[src/hdl/rbe_pkg.sv]
// Shared constants, state codes and interface types of the run-length byte encoder.
`timescale 1ns / 1ps

package rbe_pkg;

   localparam int MAX_RUN            = 127;
   localparam int STORE_DEPTH        = 128;
   localparam int RUN_W              = $clog2(STORE_DEPTH);
   localparam int LA_W               = 2;
   localparam int RUN_START          = 3;
   localparam int OUT_BYTES_PER_WORD = 8;
   localparam int LANE_W             = $clog2(OUT_BYTES_PER_WORD);
   localparam int CNT_W              = 4;
   localparam int WORD_W             = 64;
   localparam int REQ_DATA_W         = 8;
   localparam int RSP_DATA_W         = ((WORD_W + CNT_W + 7) / 8) * 8;

   localparam logic [RUN_W-1:0] MAX_RUN_V   = RUN_W'(MAX_RUN);
   localparam logic [RUN_W-1:0] RUN_START_V = RUN_W'(RUN_START);
   localparam logic [CNT_W-1:0] WORD_FULL_V = CNT_W'(OUT_BYTES_PER_WORD);
   localparam logic             SHORT_RUN   = (MAX_RUN <= RUN_START);

   typedef enum logic [2:0] {
      ST_IDLE,
      ST_DEFER,
      ST_FIN,
      ST_HDR,
      ST_VAL,
      ST_DATA,
      ST_FLUSH
   } rbe_state_type;

   typedef struct packed {
      logic       byte_valid;
      logic [7:0] byte_data;
      logic       flush;
      logic       stream_end;
   } rbe_pack_req_type;

   typedef struct packed {
      logic byte_ready;
      logic flush_done;
   } rbe_pack_rsp_type;

endpackage

[src/hdl/rbe_store.sv]
// Pending byte store: one write port and one registered read port.
`timescale 1ns / 1ps

module rbe_store (
   input  logic                     clock,
   input  logic                     wr_en,
   input  logic [rbe_pkg::RUN_W-1:0] wr_addr,
   input  logic [7:0]               wr_data,
   input  logic                     rd_en,
   input  logic [rbe_pkg::RUN_W-1:0] rd_addr,
   output logic [7:0]               rd_data
);
   import rbe_pkg::*;

   logic [7:0] mem [STORE_DEPTH];
   logic [7:0] rd_data_ff;

   always_ff @(posedge clock) begin
      if (wr_en) begin
         mem[wr_addr] <= wr_data;
      end
   end

   always_ff @(posedge clock) begin
      if (rd_en) begin
         rd_data_ff <= mem[rd_addr];
      end
   end

   assign rd_data = rd_data_ff;

endmodule

[src/hdl/rbe_packer.sv]
// Byte packer that gathers code bytes into words and holds the output register.
`timescale 1ns / 1ps

module rbe_packer (
   input  logic                            clock,
   input  logic                            reset,
   input  rbe_pkg::rbe_pack_req_type       pk_req,
   output rbe_pkg::rbe_pack_rsp_type       pk_rsp,
   output logic                            rsp_tvalid,
   input  logic                            rsp_tready,
   output logic [rbe_pkg::RSP_DATA_W-1:0]  rsp_tdata,
   output logic                            rsp_tlast,
   output logic                            rsp_tuser
);
   import rbe_pkg::*;

   logic [WORD_W-1:0] pack_ff, pack_in;
   logic [CNT_W-1:0]  cnt_ff, cnt_in;
   logic              out_valid_ff, out_valid_in;
   logic [WORD_W-1:0] out_word_ff, out_word_in;
   logic [CNT_W-1:0]  out_cnt_ff, out_cnt_in;
   logic              out_last_ff, out_last_in;
   logic              out_end_ff, out_end_in;
   logic              out_free;
   logic              full;
   logic [LANE_W-1:0] lane;

   assign out_free = !out_valid_ff || rsp_tready;
   assign full     = (cnt_ff == WORD_FULL_V);
   assign lane     = cnt_ff[LANE_W-1:0];

   assign pk_rsp.byte_ready = !full || out_free;
   assign pk_rsp.flush_done = pk_req.flush && ((cnt_ff == '0) || out_free);

   always_comb begin
      pack_in      = pack_ff;
      cnt_in       = cnt_ff;
      out_valid_in = out_valid_ff && !rsp_tready;
      out_word_in  = out_word_ff;
      out_cnt_in   = out_cnt_ff;
      out_last_in  = out_last_ff;
      out_end_in   = out_end_ff;
      if (pk_req.byte_valid && pk_rsp.byte_ready) begin
         if (full) begin
            out_valid_in = 1'b1;
            out_word_in  = pack_ff;
            out_cnt_in   = cnt_ff;
            out_last_in  = 1'b0;
            out_end_in   = 1'b0;
            pack_in      = '0;
            pack_in[7:0] = pk_req.byte_data;
            cnt_in       = CNT_W'(1);
         end else begin
            pack_in[{lane, 3'b000} +: 8] = pk_req.byte_data;
            cnt_in = cnt_ff + CNT_W'(1);
         end
      end else if (pk_req.flush && (cnt_ff != '0) && out_free) begin
         out_valid_in = 1'b1;
         out_word_in  = pack_ff;
         out_cnt_in   = cnt_ff;
         out_last_in  = 1'b1;
         out_end_in   = pk_req.stream_end;
         pack_in      = '0;
         cnt_in       = '0;
      end
   end

   always_ff @(posedge clock) begin
      if (reset) begin
         pack_ff      <= '0;
         cnt_ff       <= '0;
         out_valid_ff <= 1'b0;
      end else begin
         pack_ff      <= pack_in;
         cnt_ff       <= cnt_in;
         out_valid_ff <= out_valid_in;
      end
   end

   always_ff @(posedge clock) begin
      out_word_ff <= out_word_in;
      out_cnt_ff  <= out_cnt_in;
      out_last_ff <= out_last_in;
      out_end_ff  <= out_end_in;
   end

   assign rsp_tvalid = out_valid_ff;
   assign rsp_tdata  = {(RSP_DATA_W - WORD_W - CNT_W)'(0), out_cnt_ff, out_word_ff};
   assign rsp_tlast  = out_last_ff;
   assign rsp_tuser  = out_end_ff;

endmodule

[src/hdl/rle_byte_encoder.sv]
// Top level of the run-length byte encoder with its run control sequencer.
`timescale 1ns / 1ps
//
// The req channel carries one source byte per item, with tlast set on the final
// byte of a stream. The rsp channel carries up to eight code bytes per item,
// first byte in the lowest lane, with the valid byte count above them; tlast
// marks the last item caused by one input byte and tuser the end of the stream.
// A byte that only extends a run or the lookahead leaves the sequencer idle
// unless tlast is set. A byte that closes a run is accepted, then its code
// bytes are packed (headers, repeat bytes and literal bytes read one a cycle,
// while the packer is ready, from the single read port of the 128-entry
// pending store); then follow the new byte's lookahead write if a repeat
// pattern closed a literal, the end of stream check if tlast is set, and the
// final partial word's move to the output register. At most 129 code bytes
// follow from one input byte. Reset clears the run state; the store contents
// are left as they are and are never read before they are written. When the
// receiver stalls, the output register holds its item, the packer stops, and
// no new input is taken until the current item's results are all packed.
module rle_byte_encoder (
   input  logic                            clock,
   input  logic                            reset,
   input  logic                            req_tvalid,
   output logic                            req_tready,
   input  logic [rbe_pkg::REQ_DATA_W-1:0]  req_tdata,  // in_byte [7:0]
   input  logic                            req_tlast,  // stream_last
   output logic                            rsp_tvalid,
   input  logic                            rsp_tready,
   output logic [rbe_pkg::RSP_DATA_W-1:0]  rsp_tdata,  // out_bytes [63:0], byte_count [67:64]
   output logic                            rsp_tlast,  // burst_last
   output logic                            rsp_tuser   // stream_end
);
   import rbe_pkg::*;

   rbe_state_type    state_ff, state_in;
   rbe_state_type    ret_ff, ret_in;
   logic [7:0]       b_ff, b_in;
   logic             last_ff, last_in;
   logic [RUN_W-1:0] pend_ff, pend_in;
   logic [7:0]       rv_ff, rv_in;
   logic [RUN_W-1:0] rl_ff, rl_in;
   logic             rep_ff, rep_in;
   logic [LA_W-1:0]  la_ff, la_in;
   logic [7:0]       hist1_ff, hist1_in;
   logic [7:0]       hist2_ff, hist2_in;
   logic             seg_rep_ff, seg_rep_in;
   logic [7:0]       seg_hdr_ff, seg_hdr_in;
   logic [7:0]       seg_val_ff, seg_val_in;
   logic [RUN_W-1:0] seg_len_ff, seg_len_in;
   logic [RUN_W-1:0] idx_ff, idx_in;

   logic             seg_go;
   logic             seg_rep;
   logic [RUN_W-1:0] seg_cnt;
   logic [7:0]       seg_val;
   logic             do_fi;
   logic [7:0]       fi_byte;
   logic             fi_trip;
   logic             fi_eq;
   logic [7:0]       in_byte;
   logic [RUN_W-1:0] rl_inc;
   logic [RUN_W-1:0] pend_inc;
   logic [RUN_W-1:0] idx_inc;

   logic             mem_we;
   logic [RUN_W-1:0] mem_waddr;
   logic [7:0]       mem_wdata;
   logic             mem_re;
   logic [RUN_W-1:0] mem_raddr;
   logic [7:0]       mem_rdata;

   rbe_pack_req_type pk_req;
   rbe_pack_rsp_type pk_rsp;

   assign in_byte  = req_tdata[7:0];
   assign fi_byte  = (state_ff == ST_IDLE) ? in_byte : b_ff;
   assign fi_trip  = (la_ff == LA_W'(RUN_START - 1));
   assign fi_eq    = (hist2_ff == hist1_ff) && (hist1_ff == fi_byte);
   assign rl_inc   = rl_ff + RUN_W'(1);
   assign pend_inc = pend_ff + RUN_W'(1);
   assign idx_inc  = idx_ff + RUN_W'(1);

   assign req_tready = (state_ff == ST_IDLE);

   always_comb begin
      state_in   = state_ff;
      ret_in     = ret_ff;
      b_in       = b_ff;
      last_in    = last_ff;
      pend_in    = pend_ff;
      rv_in      = rv_ff;
      rl_in      = rl_ff;
      rep_in     = rep_ff;
      la_in      = la_ff;
      hist1_in   = hist1_ff;
      hist2_in   = hist2_ff;
      seg_rep_in = seg_rep_ff;
      seg_hdr_in = seg_hdr_ff;
      seg_val_in = seg_val_ff;
      seg_len_in = seg_len_ff;
      idx_in     = idx_ff;
      seg_go     = 1'b0;
      seg_rep    = 1'b0;
      seg_cnt    = '0;
      seg_val    = '0;
      do_fi      = 1'b0;
      mem_we     = 1'b0;
      mem_waddr  = pend_ff;
      mem_wdata  = in_byte;
      mem_re     = 1'b0;
      mem_raddr  = '0;
      pk_req     = '0;

      case (state_ff)
         ST_IDLE: begin
            if (req_tvalid) begin
               b_in     = in_byte;
               last_in  = req_tlast;
               state_in = req_tlast ? ST_FIN : ST_IDLE;
               ret_in   = req_tlast ? ST_FIN : ST_FLUSH;
               if (rep_ff) begin
                  if (in_byte == rv_ff) begin
                     if (rl_inc >= MAX_RUN_V) begin
                        seg_go  = 1'b1;
                        seg_rep = 1'b1;
                        seg_cnt = MAX_RUN_V;
                        seg_val = rv_ff;
                        rep_in  = 1'b0;
                        rl_in   = '0;
                     end else begin
                        rl_in = rl_inc;
                     end
                  end else begin
                     seg_go  = 1'b1;
                     seg_rep = 1'b1;
                     seg_cnt = rl_ff;
                     seg_val = rv_ff;
                     rep_in  = 1'b0;
                     rl_in   = '0;
                     do_fi   = 1'b1;
                  end
               end else if (pend_ff != '0) begin
                  if ((hist2_ff == hist1_ff) && (in_byte == hist1_ff)) begin
                     seg_go  = 1'b1;
                     seg_cnt = pend_ff;
                     pend_in = '0;
                     ret_in  = ST_DEFER;
                  end else begin
                     mem_we    = 1'b1;
                     mem_waddr = pend_ff;
                     mem_wdata = in_byte;
                     hist2_in  = hist1_ff;
                     hist1_in  = in_byte;
                     pend_in   = pend_inc;
                     if (pend_inc >= MAX_RUN_V) begin
                        seg_go  = 1'b1;
                        seg_cnt = MAX_RUN_V;
                        pend_in = '0;
                     end
                  end
               end else begin
                  do_fi = 1'b1;
               end
            end
         end
         ST_DEFER: begin
            do_fi    = 1'b1;
            state_in = last_ff ? ST_FIN : ST_FLUSH;
            ret_in   = last_ff ? ST_FIN : ST_FLUSH;
         end
         ST_FIN: begin
            state_in = ST_FLUSH;
            ret_in   = ST_FLUSH;
            if (rep_ff) begin
               seg_go  = 1'b1;
               seg_rep = 1'b1;
               seg_cnt = rl_ff;
               seg_val = rv_ff;
               rep_in  = 1'b0;
               rl_in   = '0;
            end else if (pend_ff != '0) begin
               seg_go  = 1'b1;
               seg_cnt = pend_ff;
               pend_in = '0;
            end else if (la_ff != '0) begin
               seg_go  = 1'b1;
               seg_cnt = RUN_W'(la_ff);
               la_in   = '0;
            end
         end
         ST_HDR: begin
            pk_req.byte_valid = 1'b1;
            pk_req.byte_data  = seg_hdr_ff;
            if (pk_rsp.byte_ready) begin
               if (seg_rep_ff) begin
                  state_in = ST_VAL;
               end else begin
                  mem_re    = 1'b1;
                  mem_raddr = '0;
                  idx_in    = '0;
                  state_in  = ST_DATA;
               end
            end
         end
         ST_VAL: begin
            pk_req.byte_valid = 1'b1;
            pk_req.byte_data  = seg_val_ff;
            if (pk_rsp.byte_ready) begin
               state_in = ret_ff;
            end
         end
         ST_DATA: begin
            pk_req.byte_valid = 1'b1;
            pk_req.byte_data  = mem_rdata;
            if (pk_rsp.byte_ready) begin
               if (idx_inc == seg_len_ff) begin
                  state_in = ret_ff;
               end else begin
                  mem_re    = 1'b1;
                  mem_raddr = idx_inc;
                  idx_in    = idx_inc;
               end
            end
         end
         ST_FLUSH: begin
            pk_req.flush      = 1'b1;
            pk_req.stream_end = last_ff;
            if (pk_rsp.flush_done) begin
               state_in = ST_IDLE;
            end
         end
         default: begin
            state_in = ST_IDLE;
         end
      endcase

      // A new byte joins the lookahead; the third one decides the next run.
      if (do_fi) begin
         mem_we    = 1'b1;
         mem_waddr = RUN_W'(la_ff);
         mem_wdata = fi_byte;
         hist2_in  = hist1_ff;
         hist1_in  = fi_byte;
         if (!fi_trip) begin
            la_in = la_ff + LA_W'(1);
         end else begin
            la_in = '0;
            if (fi_eq) begin
               rep_in = 1'b1;
               rv_in  = fi_byte;
               rl_in  = RUN_START_V;
               if (SHORT_RUN) begin
                  seg_go  = 1'b1;
                  seg_rep = 1'b1;
                  seg_cnt = RUN_START_V;
                  seg_val = fi_byte;
                  rep_in  = 1'b0;
                  rl_in   = '0;
               end
            end else begin
               pend_in = RUN_START_V;
               if (SHORT_RUN) begin
                  seg_go  = 1'b1;
                  seg_cnt = RUN_START_V;
                  pend_in = '0;
               end
            end
         end
      end

      if (seg_go) begin
         seg_rep_in = seg_rep;
         seg_hdr_in = {seg_rep, seg_cnt};
         seg_val_in = seg_val;
         seg_len_in = seg_cnt;
         state_in   = ST_HDR;
      end
   end

   always_ff @(posedge clock) begin
      if (reset) begin
         state_ff <= ST_IDLE;
         ret_ff   <= ST_FLUSH;
         pend_ff  <= '0;
         rl_ff    <= '0;
         rep_ff   <= 1'b0;
         la_ff    <= '0;
      end else begin
         state_ff <= state_in;
         ret_ff   <= ret_in;
         pend_ff  <= pend_in;
         rl_ff    <= rl_in;
         rep_ff   <= rep_in;
         la_ff    <= la_in;
      end
   end

   always_ff @(posedge clock) begin
      b_ff       <= b_in;
      last_ff    <= last_in;
      rv_ff      <= rv_in;
      hist1_ff   <= hist1_in;
      hist2_ff   <= hist2_in;
      seg_rep_ff <= seg_rep_in;
      seg_hdr_ff <= seg_hdr_in;
      seg_val_ff <= seg_val_in;
      seg_len_ff <= seg_len_in;
      idx_ff     <= idx_in;
   end

   rbe_store u_store (
      .clock   (clock),
      .wr_en   (mem_we),
      .wr_addr (mem_waddr),
      .wr_data (mem_wdata),
      .rd_en   (mem_re),
      .rd_addr (mem_raddr),
      .rd_data (mem_rdata)
   );

   rbe_packer u_packer (
      .clock      (clock),
      .reset      (reset),
      .pk_req     (pk_req),
      .pk_rsp     (pk_rsp),
      .rsp_tvalid (rsp_tvalid),
      .rsp_tready (rsp_tready),
      .rsp_tdata  (rsp_tdata),
      .rsp_tlast  (rsp_tlast),
      .rsp_tuser  (rsp_tuser)
   );

endmodule
[config.mk]
export PLATFORM = sky130hd
export DESIGN_NAME = rle_byte_encoder
export DESIGN_NICKNAME = d
export VERILOG_FILES = /design/src/hdl/rbe_pkg.sv /design/src/hdl/rbe_store.sv /design/src/hdl/rbe_packer.sv /design/src/hdl/rle_byte_encoder.sv
export SDC_FILE = /design/constraint.sdc
export NUM_CORES = 2
export LEC_CHECK = 0
export BUFFER_PORTS_ARGS = -buffer_cell sky130_fd_sc_hd__buf_2
export CAP_MARGIN = 20
export CORE_MARGIN = 2
export CORE_UTILIZATION = 55
export CTS_BUF_LIST = sky130_fd_sc_hd__clkbuf_16
export DETAILED_ROUTE_END_ITERATION = 8
export GPL_TIMING_DRIVEN = 1
export PLACE_DENSITY = 0.71
export RECOVER_POWER = 50
export SLEW_MARGIN = 20
export SYNTH_ARGS = -nofsm -noshare
export SYNTH_HDL_FRONTEND = slang
export SYNTH_SLANG_ARGS = --single-unit
[constraint.sdc]
create_clock -name clock -period 12.23 [get_ports clock]
set_input_delay 1.223 -clock clock [delete_from_list [all_inputs] [get_ports clock]]
set_output_delay 1.223 -clock clock [all_outputs]
set_load 0.02 [all_outputs]
# Word-level counts from Yosys, hierarchy flattened
# Memories as Yosys holds them, arrays and structs flattened. A register that Yosys moved wholly into a read port is not among the register bits.
# Cells that the tools add are included.
[classes]
n_addsub = 6
magnitude_cmp = 2
n_eq_ne = 31
shift = 2
mux = 147
n_reduce_logical = 36
[op_table]
columns = ["operator", "count"]
rows = [
  ["$mux W64", 6],
  ["$mux W7", 35],
  ["$mux W8", 19],
  ["$bwmux W64", 1],
  ["$shift A8 B8 Y64 const A", 1],
  ["$shiftx A8 B8 Y64", 1],
  ["$pmux W7 S2", 4],
  ["$mux W1", 45],
  ["$mux W3", 12],
  ["$eq A8 B8 Y1", 4],
  ["$pmux W9 S3", 1],
  ["$mux W4", 6],
  ["$add A7 B1 Y7 const B", 3],
  ["$pmux W3 S7", 1],
  ["$mux W2", 10],
  ["$pmux W8 S2", 1],
  ["$reduce_bool A2 Y1", 8],
  ["$ge A7 B7 Y1 const B", 2],
  ["$ne A2 B2 Y1 const B", 7],
  ["$ne A3 B2 Y1 const B", 4],
  ["$reduce_and A6 Y1", 2],
  ["$ne A2 B1 Y1 const B", 5],
  ["$pmux W1 S2", 5],
  ["$reduce_and A5 Y1", 2],
  ["23 further kinds", 39],
]
[totals]
register_bits = 226
ram_bits = 1024
inputBits = 13
out_inout_bits = 76
wordCells = 249
n_memories = 1
[mem_list]
columns = ["name", "words", "word_bits", "rd", "rd_ports_with_merged_regs", "write_ports", "line_no", "rtl"]
rows = [
  ["u_store.mem", 128, 8, 1, 1, 1, "rbe_store.sv:15", "logic [7:0] mem [STORE_DEPTH];"],
]

# Depth between registers and ports, before layout
[depth]
word_depth = 11
mapped_depth = 15
mapped_depth_nobuf = 11

# Cells and area by module
# Synthesis repeated with hierarchy kept, for this count alone.
[hier_totals]
cells_unflattened = 2551
hier_area_um2 = 49907.9
[by_module_without_submodules]
columns = ["mod", "instances", "cells_each", "area_per_inst_um2", "seq_area_each_um2"]
rows = [
  ["rbe_store", 1, 1635, 39750.6, 30989.7],
  ["rbe_packer", 1, 418, 5376.4, 3483.3],
  ["rle_byte_encoder", 1, 498, 4780.8, 2142.1],
]

# Least setup slack after synthesis
# No wires, ideal clock.
[synth_path]
path_kind = "input port to flip-flop"
startpoint = "input rsp_tready"
endpoint = "register u_packer.pack_ff[56]"
setup_time_ns = 0.128
arrival_ns = 10.387
required_ns = 12.102
setup_slack_ns = 1.716
path_stages = 6
n_path_buf = 0
cell_sequence = "nand2b_1 > nor2_1 > nor4_1 > a21oi_1 > a22oi_1 > nor2_1"
[synth_between]
elab_chain_cells = 4
word_cells_on_any_way = 6
classes_between = "1 x mux; 5 x reduce/logical"
[synth_lines]
columns = ["element", "line_no", "rtl"]
rows = [
  ["start, declared", "rle_byte_encoder.sv:27", "input logic rsp_tready,"],
  ["$logic_or A1 B1 Y1 (*)", "rbe_packer.sv:28", "assign out_free = !out_valid_ff || rsp_tready;"],
  ["$logic_or A1 B1 Y1", "rbe_packer.sv:32", "assign pk_rsp.byte_ready = !full || out_free;"],
  ["$logic_and A1 B1 Y1", "rbe_packer.sv:43", "if (pk_req.byte_valid && pk_rsp.byte_ready) begin"],
  ["$mux W64 / $reduce_bool A2 Y1 (equally long branches)", "n/a", ""],
  ["end signal, assigned", "rbe_packer.sv:74", "pack_ff <= pack_in;"],
  ["end, declared", "rbe_packer.sv:17", "logic [WORD_W-1:0] pack_ff, pack_in;"],
]
# Every way passes the cells marked *; elsewhere a longest branch is shown, timed or not.
# A chain may end at the register's enable or synchronous reset.

# Worst setup path in the final report
[layout_path]
startpoint = "input req_tdata[0] (netlist bit)"
endpoint = "memory u_store.mem[83][5], data pin"
[layout_between]
elab_chain_cells = 6
[layout_lines]
columns = ["element", "line_no", "rtl"]
rows = [
  ["start, declared", "rle_byte_encoder.sv:24", "input logic [rbe_pkg::REQ_DATA_W-1:0] req_tdata,"],
  ["$eq A8 B8 Y1", "rle_byte_encoder.sv:121", "if (in_byte == rv_ff) begin"],
  ["$mux W1", "rle_byte_encoder.sv:121", ""],
  ["$mux W1", "rle_byte_encoder.sv:120", "if (rep_ff) begin"],
  ["$mux W1", "rle_byte_encoder.sv:115", "if (req_tvalid) begin"],
  ["$pmux W1 S2", "rle_byte_encoder.sv:113", "case (state_ff)"],
  ["$mux W8", "rle_byte_encoder.sv:237", "if (do_fi) begin"],
  ["end, declared", "rbe_store.sv:15", ""],
]
# No other way between the ends.

==> flow_summary.html <==
<table>
<tr><th>Metric</th><th>Value</th></tr>
<tr><th colspan="2">Layout</th></tr>
<tr><td>Share of post-route cells with drive strength above 1</td><td>0.0776</td></tr>
<tr><td>Most common library cell in the layout ignoring fill and taps</td><td>sky130_fd_sc_hd__edfxtp_1</td></tr>
<tr><td>Filler Cells Inserted</td><td>6679</td></tr>
<tr><td>Final-stage net count</td><td>3744</td></tr>
<tr><td>P&amp;R area growth vs syn</td><td>11.2%</td></tr>
<tr><td>Commonest cells after routing, fill and taps aside</td><td>sky130_fd_sc_hd__edfxtp_1 (1158), sky130_fd_sc_hd__nand2_1 (586), sky130_fd_sc_hd__nor2_1 (386)</td></tr>
<tr><th colspan="2">CTS</th></tr>
<tr><td>Resized Gates After CTS</td><td>0</td></tr>
<tr><td>Later-pin clock latency in the skew report</td><td>730 ps</td></tr>
<tr><td>Clock transition at the registers of the reported paths</td><td>60 ps</td></tr>
<tr><td>Number of H-tree levels</td><td>3</td></tr>
<tr><td>Longest Clk Path Bufs</td><td>3</td></tr>
<tr><td>Clock tree from TritonCTS</td><td>yes</td></tr>
<tr><td>Sinks on Clock Net</td><td>1250</td></tr>
<tr><td>CTS buffer count</td><td>120</td></tr>
<tr><td>Number of buffers inserted to repair setup after CTS</td><td>0</td></tr>
<tr><td>Number of buffers added to fix hold violations after cts</td><td>0</td></tr>
<tr><td>Root buffer cell</td><td>sky130_fd_sc_hd__clkbuf_16</td></tr>
<tr><th colspan="2">Status</th></tr>
<tr><td>Violations in the final reports</td><td>capacitance limit, slew limit</td></tr>
<tr><td>Status</td><td>finished with violations</td></tr>
<tr><th colspan="2">Floorplan</th></tr>
<tr><td>Total I/O pin count</td><td>89</td></tr>
<tr><td>Number of placement rows</td><td>110</td></tr>
<tr><td>Height of the die</td><td>305 um</td></tr>
<tr><td>Effective utilization at floorplan</td><td>0.554</td></tr>
<tr><td>Area of the die</td><td>92900 um^2</td></tr>
<tr><td>Area inside the core boundary</td><td>89900 um^2</td></tr>
<tr><td>Chip Width</td><td>305 um</td></tr>
<tr><th colspan="2">STA</th></tr>
<tr><td>Part of the cycle the worst path needs</td><td>0.664</td></tr>
<tr><td>Post-route setup TNS</td><td>0 ps</td></tr>
<tr><td>Min Clock Period, post-route</td><td>8120 ps</td></tr>
<tr><td>Maximum clock skew at final layout</td><td>44.1 ps</td></tr>
<tr><td>Number of endpoints failing setup at the final stage</td><td>0</td></tr>
<tr><td>RSZ-0062 raised after global routing</td><td>false</td></tr>
<tr><td>Top achievable clock speed</td><td>123 MHz</td></tr>
<tr><td>Headroom to the max-slew limit</td><td>-1.73</td></tr>
<tr><td>Pins Over Slew Limit</td><td>848</td></tr>
<tr><td>Number of hold-slack violations in the final timing report</td><td>0</td></tr>
<tr><td>Worst Tran Pin Value</td><td>4090 ps</td></tr>
<tr><td>Worst-case setup margin in the final layout</td><td>4110 ps</td></tr>
<tr><th colspan="2">Worst setup path</th></tr>
<tr><td>Endpoint kind of the worst setup timing path</td><td>flop</td></tr>
<tr><td>Stages on the worst setup path</td><td>11</td></tr>
<tr><td>Longest individual stage delay on the worst path</td><td>2110 ps</td></tr>
<tr><td>CP cell instances</td><td>clkbuf_1, xor2_1, nor4_1, a21o_1, a21boi_0, o21ai_2, clkbuf_1, nand2_1, o21ai_0, clkbuf_1, clkbuf_1</td></tr>
<tr><td>Worst path required time</td><td>12310 ps</td></tr>
<tr><td>Reg-to-Reg End</td><td>u_store.mem[83][5]</td></tr>
<tr><td>Count of buffer and inverter cells on the critical path</td><td>4</td></tr>
<tr><td>Type of element launching the critical path</td><td>input pin</td></tr>
<tr><td>Class of the most critical setup path</td><td>input pin to flop</td></tr>
<tr><td>Worst Reg2Reg Path Length in Cells</td><td>10</td></tr>
<tr><td>Cell repeated most along the worst path</td><td>sky130_fd_sc_hd__clkbuf_1</td></tr>
<tr><td>Critical path capture point</td><td>u_store.mem[83][5]</td></tr>
<tr><td>Data arrival time of the critical path</td><td>8200 ps</td></tr>
<tr><td>Worst reg-to-reg setup slack</td><td>4320 ps</td></tr>
<tr><td>Largest delay contributor family on the critical path</td><td>buffers and inverters</td></tr>
<tr><td>Reg-to-reg startpoint</td><td>pend_ff[3]</td></tr>
<tr><td>Crit Path Max Fanout</td><td>54</td></tr>
<tr><td>Launching element of the worst setup path</td><td>req_tdata[0]</td></tr>
<tr><td>Slowest cell on the critical path</td><td>sky130_fd_sc_hd__clkbuf_1</td></tr>
<tr><th colspan="2">Placement</th></tr>
<tr><td>Final weighted congestion in routability-driven placement</td><td>0.994</td></tr>
<tr><td>Worst-case setup slack after placement</td><td>6390 ps</td></tr>
<tr><td>Final HPWL from detailed placement</td><td>86900 um</td></tr>
<tr><td>Count of input and output buffers</td><td>84</td></tr>
<tr><th colspan="2">Drt</th></tr>
<tr><td>Detail Route Antenna Nets</td><td>0</td></tr>
<tr><td>Routed wire length</td><td>142000 um</td></tr>
<tr><td>Vias per cell</td><td>6.55</td></tr>
<tr><td>Number of vias in the routed layout</td><td>32700</td></tr>
<tr><td>Number of violations reported at the end of detailed-routing iteration 0</td><td>4680</td></tr>
<tr><td>Average wire length per cell after detail routing</td><td>28.4 um</td></tr>
<tr><td>First-pass iteration count of the detailed router</td><td>6</td></tr>
<tr><td>Post-detailed-route DRC marker count</td><td>0</td></tr>
<tr><th colspan="2">Power and ir drop</th></tr>
<tr><td>Worst IR Drop VDD</td><td>0.138 mV</td></tr>
<tr><td>PD cells</td><td>194 nW/um^2</td></tr>
<tr><td>Cell leakage power</td><td>18.1 nW</td></tr>
<tr><th colspan="2">Worst hold path</th></tr>
<tr><td>Worst min path class</td><td>flop to flop</td></tr>
<tr><td>Hold path start</td><td>u_packer.pack_ff[2]</td></tr>
<tr><th colspan="2">Yosys</th></tr>
<tr><td>Synthesized area per cell</td><td>13.7 um^2</td></tr>
<tr><td>Post-synthesis instance area</td><td>49800 um^2</td></tr>
<tr><td>Synth Warn #</td><td>0</td></tr>
<tr><td>Post-synth EDFFs</td><td>1158</td></tr>
<tr><td>Gate count of the mapped netlist</td><td>3630</td></tr>
<tr><td>Sequential cell area fraction in the yosys report</td><td>0.736</td></tr>
<tr><td>Post-synth top flop</td><td>sky130_fd_sc_hd__edfxtp_1</td></tr>
<tr><td>Post-synthesis async set-or-reset flop share</td><td>0</td></tr>
<tr><td>Number of library cell types mapped by synthesis</td><td>94</td></tr>
<tr><td>Post-synthesis register bit count</td><td>1250</td></tr>
<tr><th colspan="2">Global route</th></tr>
<tr><td>Vias in the first global route</td><td>30800</td></tr>
<tr><td>Total congestion overflow</td><td>0</td></tr>
<tr><td>Global-route wire length before repair</td><td>206000 um</td></tr>
<tr><td>GR Util All Layers</td><td>0.300</td></tr>
<tr><td>Number of antenna violations at the first check in global routing</td><td>6</td></tr>
<tr><td>Pin count of the biggest net entering global routing</td><td>139</td></tr>
<tr><th colspan="2">Run</th></tr>
<tr><td>Max cap viols</td><td>22</td></tr>
</table>
## Yosys cell counts, types with 44 or more instances
cell                       instances  area, um^2
sky130_fd_sc_hd__nor3_1           47         235
sky130_fd_sc_hd__a31oi_1         103         644
sky130_fd_sc_hd__o22ai_1          89         557
sky130_fd_sc_hd__a22oi_1          86         646
sky130_fd_sc_hd__nor2_1          389        1460
sky130_fd_sc_hd__mux2i_1          87         871
sky130_fd_sc_hd__edfxtp_1       1158       34800
sky130_fd_sc_hd__o221ai_1         44         385
sky130_fd_sc_hd__dfxtp_1          92        1840
sky130_fd_sc_hd__a21oi_1          92         460
sky130_fd_sc_hd__nand2_1         587        2200
sky130_fd_sc_hd__nand3_1          94         470
sky130_fd_sc_hd__clkbuf_1        124         465
sky130_fd_sc_hd__o21ai_0          66         330
## final cells by class
type / instances / area (um^2) / area share
antenna: 1 / 2.50 / 0.0000452
clock buffer: 120 / 3000 / 0.0542
clock inverter: 108 / 817 / 0.0148
inverter: 29 / 109 / 0.00197
multi-input combinational: 2157 / 12500 / 0.226
sequential: 1250 / 36600 / 0.661
tap: 1176 / 1470 / 0.0266
timing repair buffer: 161 / 856 / 0.0155
## power breakdown
part	internal, mW	switching [mW]	total (mW)
Sequential	5.44	0.0913	5.53
Clock	1.99	1.60	3.59
Combinational	0.255	1.34	1.59
Total	7.69	3.03	10.7
## per-stage QoR
stage          power, mW  instance area, um^2  instances  hold WS (ps)   util
2_1_floorplan       6.60                49800       3633           409      -
3_3_place_gp        7.17                51700       4771           413  0.576
3_5_place_dp        7.19                51800       4772           416  0.576
4_1_cts             10.7                55600       5000           431  0.619
5_1_grt             11.0                55400       5001           434  0.616
6_report            10.7                55400       5002           431  0.616
## worst reg2reg max path, cell delays in order, from the launching register on
cell	delay [ps]
sky130_fd_sc_hd__dfxtp_1	950
sky130_fd_sc_hd__nor4_1	220
sky130_fd_sc_hd__and3b_1	340
sky130_fd_sc_hd__nand2_1	120
sky130_fd_sc_hd__a21boi_0	170
sky130_fd_sc_hd__o21ai_2	150
sky130_fd_sc_hd__clkbuf_1	1190
sky130_fd_sc_hd__nand2_1	170
sky130_fd_sc_hd__o21ai_0	210
sky130_fd_sc_hd__clkbuf_1	1570
sky130_fd_sc_hd__clkbuf_1	2140
## per-layer routing
layer,vias up,track usage,routed length (um)
li1,14000,-,-
met5,-,0,48
met4,8,0.133,6960
met3,436,0.0770,17600
met2,2165,0.462,65300
met1,16100,0.406,52200
## worst min-delay path by stage
| stage | to | slack (ps) | cells past startpoint |
|---|---|---|---|
| floorplan | u_packer.out_word_ff[0] | 410 | 0 |
| global placement | u_packer.out_word_ff[1] | 410 | 0 |
| detailed placement | u_packer.out_word_ff[37] | 420 | 0 |
| CTS | u_packer.out_word_ff[48] | 430 | 0 |
| global route | u_packer.out_word_ff[39] | 430 | 0 |
| finish | u_packer.out_word_ff[2] | 430 | 0 |
## cell families after synthesis
kind of cell / count (synthesis) / share of synthesized area
and+or+nand+nor: 1294 / 0.112
buffers and inverters: 226 / 0.0192
AOI/OAI and AO/OA: 685 / 0.0965
other: 1 / 0.0000753
DFF: 1250 / 0.736
muxes: 103 / 0.0211
adders and majority gates: 12 / 0.00302
xor gates and xnor gates: 59 / 0.0123
## registers in the layout (all words and copies together) (netlist names), 2 cells and up
signal,count
b_ff,8
hist1_ff,8
hist2_ff,8
idx_ff,7
la_ff,2
pend_ff,7
ret_ff,3
rl_ff,7
rv_ff,8
seg_hdr_ff,8
seg_val_ff,8
state_ff,3
u_packer.cnt_ff,4
u_packer.out_cnt_ff,4
u_packer.out_word_ff,64
u_packer.pack_ff,64
u_store.mem,1024
u_store.rd_data,8
Power figures use the tool's default switching activity.
